[config.mk]
export PLATFORM = sky130hd
export DESIGN_NAME = async_convergence_detector_top
export DESIGN_NICKNAME = d
export VERILOG_FILES = /design/src/acd_pkg.sv /design/src/async_convergence_detector_top.sv /design/src/acd_ram.sv
export SDC_FILE = /design/constraint.sdc
export NUM_CORES = 2
export LEC_CHECK = 0
export ABC_CLOCK_PERIOD_IN_PS = 9700
export BUFFER_PORTS_ARGS = -buffer_cell sky130_fd_sc_hd__buf_2
export CAP_MARGIN = 20
export CORE_MARGIN = 1
export CORE_UTILIZATION = 40
export DETAILED_ROUTE_END_ITERATION = 10
export PLACE_DENSITY_LB_ADDON = 0.25
export SLEW_MARGIN = 30
export SYNTH_ARGS = -nofsm -noshare
export SYNTH_HDL_FRONTEND = slang
export SYNTH_SLANG_ARGS = --single-unit
[constraint.sdc]
create_clock -name clock -period 9.7 [get_ports clock]
set_input_delay 1.94 -clock clock [delete_from_list [all_inputs] [get_ports clock]]
set_output_delay 1.94 -clock clock [all_outputs]
set_load 0.02 [all_outputs]
[src/acd_pkg.sv]
// Package for the asynchronous convergence detector.
// Holds the beat structs, operation codes and register indexes.
// It has no dependencies; the top level, the checker and the testbench use it.
package acd_pkg;

   // Operation codes of a request beat.
   localparam logic [1:0] OP_TICK    = 2'd0;
   localparam logic [1:0] OP_PARTIAL = 2'd1;
   localparam logic [1:0] OP_CANCEL  = 2'd2;
   localparam logic [1:0] OP_GLOBAL  = 2'd3;

   // Configuration register indexes.
   localparam logic [1:0] CSR_THRESHOLD = 2'd0;
   localparam logic [1:0] CSR_NEIGHBORS = 2'd1;
   localparam logic [1:0] CSR_PARTNER   = 2'd2;

   // Reset values of the configuration registers.
   localparam logic [15:0] THRESHOLD_RESET = 16'd10;
   localparam logic [4:0]  NEIGHBORS_RESET = 5'd1;
   localparam logic [3:0]  PARTNER_RESET   = 4'd0;

   localparam logic [15:0] RUN_MAX = 16'hFFFF;

   typedef struct packed {
      logic [1:0]  operation;
      logic        local_converged;
      logic [3:0]  source_node;
      logic [30:0] iteration_number;
      logic        send_channel_free;
      logic        cancel_channel_free;
      logic        global_value;
   } req_type;

   typedef struct packed {
      logic        send_partial;
      logic        send_cancel;
      logic [3:0]  message_node;
      logic [30:0] message_iteration;
      logic        global_converged;
      logic        stable_local;
      logic [4:0]  neighbors_pending;
   } rsp_type;

endpackage

[src/async_convergence_detector_top.sv]
// Top level of the asynchronous convergence detector.
// Depends on acd_pkg for the beat types and on acd_ram for the iteration tables.
//
// Usage:
//   The req channel carries one event per beat: an iteration tick, a received
//   partial message, a received cancel or a received global flag. Each request
//   beat yields exactly one rsp beat with the message to emit, if any, and the
//   global, stable and pending state after the event.
//   The csr channel writes the threshold, neighbor count and partner node; it
//   is always ready and is meant to be used while no request is in flight.
//   Writing the neighbor count also reloads the pending count.
// Pipeline and throughput:
//   An accepted request beat passes through the work stage into the output
//   register. One beat per cycle is sustained while rsp_ready is high. The
//   per-source iteration tables sit in one RAM with a registered read; the read
//   is issued at acceptance and the update is written back from the work stage,
//   with the write forwarded to a read of the same entry in that cycle.
// Reset and stalls:
//   Reset clears all state and marks every table entry as holding its reset
//   value, so no clearing pass is needed. While a response is stalled, one more
//   request is taken if the work stage is empty, and then req_ready drops.
module async_convergence_detector_top #(
   parameter int NODES      = 16,
   parameter int ITER_WIDTH = 32
) (
   input  logic            clock,
   input  logic            reset,
   input  logic            req_valid,
   output logic            req_ready,
   input  acd_pkg::req_type req_data,
   output logic            rsp_valid,
   input  logic            rsp_ready,
   output acd_pkg::rsp_type rsp_data,
   input  logic            csr_valid,
   output logic            csr_ready,
   input  logic [1:0]      csr_index,
   input  logic [15:0]     csr_data
);

   localparam int AW = $clog2(NODES);
   localparam int DW = 2 * ITER_WIDTH;

   // Configuration registers.
   logic [15:0] thr_ff, thr_in;
   logic [4:0]  nbr_ff, nbr_in;
   logic [3:0]  partner_ff, partner_in;

   // Scalar detector state.
   logic [15:0] run_ff, run_in;
   logic        stable_ff, stable_in;
   logic [4:0]  pending_ff, pending_in;
   logic        global_ff, global_in;
   logic        dest_valid_ff, dest_valid_in;
   logic [3:0]  target_node_ff, target_node_in;

   // Table entry valid bits; an entry not valid holds its reset value.
   logic [NODES-1:0] entry_valid_ff;

   // Work stage.
   logic             s1_valid_ff;
   acd_pkg::req_type s1_req_ff;
   logic [AW-1:0]    s1_idx_ff;
   logic             s1_src_ok_ff;

   // Output register.
   logic             rsp_valid_ff;
   acd_pkg::rsp_type rsp_data_ff, rsp_in;

   // Forwarding of a write that meets a read of the same entry.
   logic          fwd_ff, fwd_in;
   logic [DW-1:0] fwd_data_ff;

   // RAM ports.
   logic          wr_en;
   logic [AW-1:0] rd_addr;
   logic [DW-1:0] wr_data, ram_q;

   logic          s1_fire, req_fire, csr_fire;
   logic [AW+3:0] src_wide;
   logic [AW-1:0] req_idx;
   logic          req_src_ok;

   logic [DW-1:0]                rd_word;
   logic signed [ITER_WIDTH-1:0] s_eff, c_eff, cur;
   logic [ITER_WIDTH+30:0]       iter_wide;
   logic [15:0]                  run_inc;
   logic [5:0]                   pend_up;

   // Handshakes.
   assign s1_fire   = s1_valid_ff && (!rsp_valid_ff || rsp_ready);
   assign req_ready = !s1_valid_ff || s1_fire;
   assign req_fire  = req_valid && req_ready;
   assign csr_ready = 1'b1;
   assign csr_fire  = csr_valid;

   // Source decode into a table address.
   assign src_wide   = {{AW{1'b0}}, req_data.source_node};
   assign req_idx    = src_wide[AW-1:0];
   assign req_src_ok = src_wide < (AW + 4)'(NODES);

   // Hold the read address while the work stage is stalled.
   assign rd_addr = req_ready ? req_idx : s1_idx_ff;
   assign fwd_in  = wr_en && (s1_idx_ff == rd_addr);

   acd_ram #(
      .WIDTH(DW),
      .DEPTH(NODES)
   ) u_table (
      .clock  (clock),
      .wr_en  (wr_en),
      .wr_addr(s1_idx_ff),
      .wr_data(wr_data),
      .rd_addr(rd_addr),
      .rd_data(ram_q)
   );

   // Table entry as seen by the work stage: forwarded, then reset value if unwritten.
   assign rd_word = fwd_ff ? fwd_data_ff : ram_q;
   always_comb begin
      if (entry_valid_ff[s1_idx_ff]) begin
         s_eff = rd_word[DW-1:ITER_WIDTH];
         c_eff = rd_word[ITER_WIDTH-1:0];
      end else begin
         s_eff = '1;
         c_eff = '0;
      end
   end

   // Received iteration reduced to a non-negative table value.
   assign iter_wide = {{ITER_WIDTH{1'b0}}, s1_req_ff.iteration_number};
   assign cur       = {1'b0, iter_wide[ITER_WIDTH-2:0]};

   assign run_inc = (run_ff != acd_pkg::RUN_MAX) ? run_ff + 16'd1 : run_ff;
   assign pend_up = {1'b0, pending_ff} + 6'd1;

   // Event processing and configuration writes.
   always_comb begin
      thr_in         = thr_ff;
      nbr_in         = nbr_ff;
      partner_in     = partner_ff;
      run_in         = run_ff;
      stable_in      = stable_ff;
      pending_in     = pending_ff;
      global_in      = global_ff;
      dest_valid_in  = dest_valid_ff;
      target_node_in = target_node_ff;
      rsp_in         = '0;
      wr_en          = 1'b0;
      wr_data        = {s_eff, c_eff};

      if (s1_fire) begin
         unique case (s1_req_ff.operation)
            acd_pkg::OP_TICK: begin
               if (!stable_ff) begin
                  if (s1_req_ff.local_converged) begin
                     run_in = run_inc;
                     if (run_inc >= thr_ff) begin
                        stable_in = 1'b1;
                     end
                  end else begin
                     run_in = '0;
                  end
               end else if (!s1_req_ff.local_converged) begin
                  stable_in = 1'b0;
                  run_in    = '0;
                  if (dest_valid_ff && s1_req_ff.cancel_channel_free) begin
                     rsp_in.send_cancel       = 1'b1;
                     rsp_in.message_node      = target_node_ff;
                     rsp_in.message_iteration = s1_req_ff.iteration_number;
                  end
               end else if (pending_ff == 5'd0) begin
                  global_in = 1'b1;
               end else if (pending_ff == 5'd1) begin
                  target_node_in = partner_ff;
                  dest_valid_in  = 1'b1;
                  if (s1_req_ff.send_channel_free) begin
                     rsp_in.send_partial      = 1'b1;
                     rsp_in.message_node      = partner_ff;
                     rsp_in.message_iteration = s1_req_ff.iteration_number;
                  end
               end
            end
            acd_pkg::OP_PARTIAL: begin
               if (s1_src_ok_ff) begin
                  if (s_eff < c_eff && c_eff < cur && pending_ff != 5'd0) begin
                     pending_in = pending_ff - 5'd1;
                  end
                  if (s_eff < cur) begin
                     wr_en   = 1'b1;
                     wr_data = {cur, c_eff};
                  end
               end
            end
            acd_pkg::OP_CANCEL: begin
               if (s1_src_ok_ff) begin
                  if (c_eff < s_eff && s_eff < cur) begin
                     pending_in = (pend_up > {1'b0, nbr_ff}) ? nbr_ff : pend_up[4:0];
                     global_in  = 1'b0;
                  end
                  if (c_eff < cur) begin
                     wr_en   = 1'b1;
                     wr_data = {s_eff, cur};
                  end
               end
            end
            acd_pkg::OP_GLOBAL: begin
               global_in = s1_req_ff.global_value;
            end
            default: begin
            end
         endcase
      end

      rsp_in.global_converged  = global_in;
      rsp_in.stable_local      = stable_in;
      rsp_in.neighbors_pending = pending_in;

      if (csr_fire) begin
         unique case (csr_index)
            acd_pkg::CSR_THRESHOLD: thr_in = csr_data;
            acd_pkg::CSR_NEIGHBORS: begin
               nbr_in     = csr_data[4:0];
               pending_in = csr_data[4:0];
            end
            acd_pkg::CSR_PARTNER: partner_in = csr_data[3:0];
            default: begin
            end
         endcase
      end
   end

   // Control and state registers.
   always_ff @(posedge clock) begin
      if (reset) begin
         thr_ff         <= acd_pkg::THRESHOLD_RESET;
         nbr_ff         <= acd_pkg::NEIGHBORS_RESET;
         partner_ff     <= acd_pkg::PARTNER_RESET;
         run_ff         <= '0;
         stable_ff      <= 1'b0;
         pending_ff     <= acd_pkg::NEIGHBORS_RESET;
         global_ff      <= 1'b0;
         dest_valid_ff  <= 1'b0;
         target_node_ff <= '0;
         entry_valid_ff <= '0;
         s1_valid_ff    <= 1'b0;
         rsp_valid_ff   <= 1'b0;
         fwd_ff         <= 1'b0;
      end else begin
         thr_ff         <= thr_in;
         nbr_ff         <= nbr_in;
         partner_ff     <= partner_in;
         run_ff         <= run_in;
         stable_ff      <= stable_in;
         pending_ff     <= pending_in;
         global_ff      <= global_in;
         dest_valid_ff  <= dest_valid_in;
         target_node_ff <= target_node_in;
         fwd_ff         <= fwd_in;
         if (wr_en) begin
            entry_valid_ff[s1_idx_ff] <= 1'b1;
         end
         if (req_ready) begin
            s1_valid_ff <= req_valid;
         end
         if (s1_fire) begin
            rsp_valid_ff <= 1'b1;
         end else if (rsp_ready) begin
            rsp_valid_ff <= 1'b0;
         end
      end
   end

   // Payload registers.
   always_ff @(posedge clock) begin
      fwd_data_ff <= wr_data;
      if (req_fire) begin
         s1_req_ff    <= req_data;
         s1_idx_ff    <= req_idx;
         s1_src_ok_ff <= req_src_ok;
      end
      if (s1_fire) begin
         rsp_data_ff <= rsp_in;
      end
   end

   assign rsp_valid = rsp_valid_ff;
   assign rsp_data  = rsp_data_ff;

endmodule

[src/acd_ram.sv]
// Generic single-port-write, single-port-read RAM with a registered read.
// Width and depth are parameters; no package is needed.
module acd_ram #(
   parameter int WIDTH = 64,
   parameter int DEPTH = 16
) (
   input  logic                     clock,
   input  logic                     wr_en,
   input  logic [$clog2(DEPTH)-1:0] wr_addr,
   input  logic [WIDTH-1:0]         wr_data,
   input  logic [$clog2(DEPTH)-1:0] rd_addr,
   output logic [WIDTH-1:0]         rd_data
);

   logic [WIDTH-1:0] mem_ff [DEPTH];
   logic [WIDTH-1:0] rd_data_ff;

   // Write port and registered read port; a read of the entry being written
   // returns the old contents.
   always_ff @(posedge clock) begin
      if (wr_en) begin
         mem_ff[wr_addr] <= wr_data;
      end
      rd_data_ff <= mem_ff[rd_addr];
   end

   assign rd_data = rd_data_ff;

endmodule

==> run summary <==
The number of nets in the synthesized netlist is 3467. The tools report the met3 track demand over resource in global routing as 2.684%. Dividing total power by cell area gives a power density of 198.1 nW/um2. The logs give 0 for the max-slew violation count and 0 ns for the final total negative setup slack. For the data arrival time of the critical path, the log shows 8.30 ns. The met2 usage in global routing is 31.55%. The final layout contains routed wiring with a total length of 134200 um. The full die area was 134400 um2. The area of the mapped netlist is 53180 um2, and the length in cells of the worst reg-to-reg path is 19. After Yosys synthesis, XOR and XNOR cells account for 0.3623% of the synthesized area. The synthesized netlist devotes 2.673% of its cell area to adder and majority cells.

The area share of the largest cell type after synthesis is 62.62%. The run gives 131600 um2 as the area inside the core boundary. The synthesized netlist contains 71 unique library cells.

The logs give 0 for the number of cells upsized or downsized after cts and 0 for the total congestion overflow. The required arrival time at the worst endpoint was 10.10 ns; the fraction of registers with async set or reset after synthesis was 0%. Sorting the synthesized cells by how often they occur yields sky130_fd_sc_hd__edfxtp_1 (1109), sky130_fd_sc_hd__nand2_1 (280), sky130_fd_sc_hd__mux4_2 (261). Number of antenna violations at the first check in global routing: 5.

In this run, post-CTS hold repair placed 0 buffers. TritonCTS built the clock tree. Slowest library cell on the worst path: sky130_fd_sc_hd__a211oi_1. The worst hold-check path type was reg2reg.

Walking the worst path, the cells encountered are mux4_2 -> mux2i_1 -> mux2_2 -> a211oi_1 -> inv_1 -> ha_1 -> a21o_1 -> a21o_1 -> a21oi_1 -> o21ai_0 -> a2111oi_0 -> a2111oi_0 -> a211oi_1 -> ha_1 -> mux2i_1 -> or2_2 -> or3_1 -> nor2_4 -> buf_4. In the post-synthesis netlist, the cell with the most instances is sky130_fd_sc_hd__edfxtp_1. The synthesized netlist devotes 6.689% of its cell area to simple gates. Each instance of the synthesized netlist takes up on average 16.16 um2. The tool flagged a number of max-cap violations equal to 0. In this run the number of H-tree levels came out at 4. Launching instance or port of the critical path: s1_idx_ff[0]$_DFFE_PP_. The startpoint-to-endpoint class of the critical path was reg2reg. The floorplan has 133 rows.

Once the floorplan was initialized, standard cells occupied 40.40% of the core. The worst hold path begins at nbr_ff[3]$_SDFFE_PP0P_. The logs give 0 for the final count of negative-setup-slack endpoints and 111 for the number of primary I/O pins.

The post-CTS setup buffer count came out at 0. The run gives 3291 as the instance count of the mapped netlist. CTS saw 1309 sinks. The y dimension of the die is 366.6 um, and the path length in cells of the critical path is 19. In this design, the stage delay of the slowest critical-path cell is 0.70 ns.

The post-detailed-route wirelength per cell came out at 25.13 um. The startpoint identified for the worst register-to-register timing path is s1_idx_ff[0]$_DFFE_PP_. At the end of the flow, the number of nets in the layout was 3639.

The number of global-route vias before repair was 29800; the maximum number of pins on one net before global-route repair was 96. The worst register-to-register path ends at u_table.mem_ff[8][15]$_DFFE_PP_. By area, the combinational part of the netlist is dominated by multiplexers.

The leading area contributor after synthesis was sky130_fd_sc_hd__edfxtp_1. The congestion estimate from routability-driven global placement came to 0.8386. The number of synthesized register bits is 1309. The final critical path takes up 81.44% of the cycle. The worst-case IR drop observed on VDD is 0.0001521 V. Summed over all nets, the half-perimeter wirelength after detailed placement is 77800 um. The shortest period the worst path allows is 7.900 ns. At the later pin of the worst-skew pair, clock insertion delay measures 0.78 ns.

Multiplexer cells account for 12.22% of the synthesized area. Signed area change from the synthesized netlist to the final layout: 15.04%. After clock tree synthesis, the clock-pin slew on the worst setup and hold paths is 0.06 ns.

In this run the worst setup path terminates at u_table.mem_ff[8][15]$_DFFE_PP_. The run gives 0 as the number of warnings issued by yosys. In this run the remaining antenna-violating nets after routing total 0. The startpoint kind of the worst setup timing path was a flip-flop.

The worst setup path is captured at a flip-flop. Clock tree synthesis inserted a total of 139 buffers. During placement, the flow inserted port buffers numbering 109. The final worst clock skew is 0.03790 ns, and the maximum fanout along the worst path is 29. The proportion of synthesized chip area in sequential cells is 70.15%. In this run, the number of DRC markers left after iteration 0 of detailed routing was 2726.

Together, buffers and inverters on the worst path number 2. Setup repair after global routing left no endpoint under its margin. The most instantiated flip-flop cell in the synthesis netlist was sky130_fd_sc_hd__edfxtp_1. The register-to-register path setup slack was 1.80 ns. Broken down by cell family, the worst path's largest delay share belongs to compound AO/OA/AOI/OAI gates. The ratio of routed vias to standard cells works out to 5.585. Measured against its own limit, the worst slew margin works out to 35.34%. Counting along the longest clock path gives a buffer depth of 3.

Summing over every cut layer, the via total after detailed routing is 29830. Wire length of the first global-routing pass: 199500 um. The run finished with clean final reports. The synthesized-area fraction occupied by ao, oa, aoi and oai cells is 5.776%. The remaining routing DRC violations was 0; the final hold slack was 0.4590 ns. For met1 alone, demand over resource in global routing was 29.09%. Timing would allow up to 126.6 MHz. The slew of the pin with the lowest slew margin is 0.9699 ns. The horizontal extent of the die works out to 366.6 um. In this run the most used layer during global routing was met2. CTS placed an instance of sky130_fd_sc_hd__clkbuf_16 at the clock tree root. By area the synthesized netlist is led by sky130_fd_sc_hd__edfxtp_1 (63%), sky130_fd_sc_hd__mux4_2 (11%), sky130_fd_sc_hd__dfxtp_1 (7.5%). Global-route usage over all layers: 19.99%. The run gives 0 as the count of endpoints failing hold in the final timing report. The first detailed-routing pass ran for 6 iterations.

The tools report the cell leakage power as 0.02137 uW. The post-route netlist has 22.14% of its cells at a drive strength greater than 1. The count of flip-flops with a built-in enable after synthesis came out at 1109.
per-layer routing:
layer / vias to the layer above / wire [um] / share of wire, %
met5: - / 0 / 0
met4: 0 / 2611 / 1.9
met3: 177 / 7496 / 5.6
met2: 936 / 62710 / 47
met1: 15560 / 61410 / 46
li1: 13160 / - / -
where the power goes:
| group | internal, uW | switching [uW] | total, uW | leakage, uW |
|---|---|---|---|---|
| Combinational | 242 | 378 | 620 | 0.00669 |
| Sequential | 6160 | 59.8 | 6220 | 0.0124 |
| Clock | 3040 | 2240 | 5280 | 0.00224 |
| Total | 9440 | 2680 | 12100 | 0.0214 |
cell type report:
type / instances / area [um2]
Tap cell: 1755 / 2196
Sequential cell: 1309 / 37310
Timing Repair Buffer: 202 / 1384
Multi-Input combinational cell: 1694 / 15270
Clock inverter: 65 / 578.1
Clock buffer: 195 / 3995
Fill cell: 11240 / 70450
Inverter: 117 / 439.2
Antenna cell: 4 / 10.01
cell families (layout without fill, tap and decap cells):
group | after synthesis | in the layout
AO/OA/AOI/OAI | 475 | 475
other | 1 | 5
multiplexers | 319 | 319
adder cells (fa/ha/maj) | 114 | 114
AND/OR/NAND/NOR | 763 | 763
buffers and inverters | 288 | 579
flip-flops | 1309 | 1309
XOR/XNOR | 22 | 22
worst min-delay path, cell delays in order (launching register included):
cell and delay (ns):
sky130_fd_sc_hd__dfxtp_1 0.31, sky130_fd_sc_hd__nand2_1 0.05, sky130_fd_sc_hd__a21oi_1 0.05
registers in the layout, indices dropped and copies added, names as in the netlist, 5 cells and up:
name	count
cur	31
entry_valid_ff	16
fwd_data_ff	64
nbr_ff	5
pending_ff	5
rsp_data	44
run_ff	16
s1_req_ff	6
thr_ff	16
u_table.mem_ff	1024
u_table.rd_data	64
worst min path at each step:
stage                                       to  slack, ns  cells after the start
4_1_cts                 nbr_ff[3]$_SDFFE_PP0P_       0.46                      2
6_report                nbr_ff[3]$_SDFFE_PP0P_       0.46                      2
3_3_place_gp    entry_valid_ff[7]$_SDFFE_PP0P_       0.44                      2
3_5_place_dp            nbr_ff[3]$_SDFFE_PP0P_       0.45                      2
2_1_floorplan  entry_valid_ff[10]$_SDFFE_PP0P_       0.43                      2
5_1_grt                 nbr_ff[3]$_SDFFE_PP0P_       0.47                      2
stage by stage:
stage	worst slack, ns	power [uW]	utilization [%]	instances	cell area, um2
3_5_place_dp	1.755	6959	42.94	5076	56520
6_report	1.800	12120	46.48	5341	61180
5_1_grt	1.463	12490	46.47	5338	61170
3_3_place_gp	1.919	6949	42.74	5073	56260
4_1_cts	1.671	12220	46.41	5336	61090
2_1_floorplan	1.301	6722	-	3291	53200
placed cells by master, fill, tap and decap left out, types with 23 or more instances in the layout:
| cell type | count |
|---|---|
| sky130_fd_sc_hd__edfxtp_1 | 1109 |
| sky130_fd_sc_hd__clkbuf_1 | 31 |
| sky130_fd_sc_hd__clkinv_2 | 24 |
| sky130_fd_sc_hd__buf_2 | 109 |
| sky130_fd_sc_hd__ha_1 | 112 |
| sky130_fd_sc_hd__mux4_2 | 261 |
| sky130_fd_sc_hd__o22ai_2 | 42 |
| sky130_fd_sc_hd__clkbuf_16 | 144 |
| sky130_fd_sc_hd__a31oi_1 | 69 |
| sky130_fd_sc_hd__buf_4 | 82 |
| sky130_fd_sc_hd__nand3_1 | 28 |
| sky130_fd_sc_hd__a21o_1 | 28 |
| sky130_fd_sc_hd__nor2_1 | 194 |
| sky130_fd_sc_hd__mux2_2 | 32 |
| sky130_fd_sc_hd__nor2b_1 | 48 |
| sky130_fd_sc_hd__nand2_1 | 278 |
| sky130_fd_sc_hd__a211oi_1 | 101 |
| sky130_fd_sc_hd__a21oi_1 | 123 |
| sky130_fd_sc_hd__o21ai_0 | 23 |
| sky130_fd_sc_hd__inv_1 | 116 |
| sky130_fd_sc_hd__and2_1 | 98 |
| sky130_fd_sc_hd__dfxtp_1 | 199 |
Note: power is estimated with default switching activity, not from simulation.
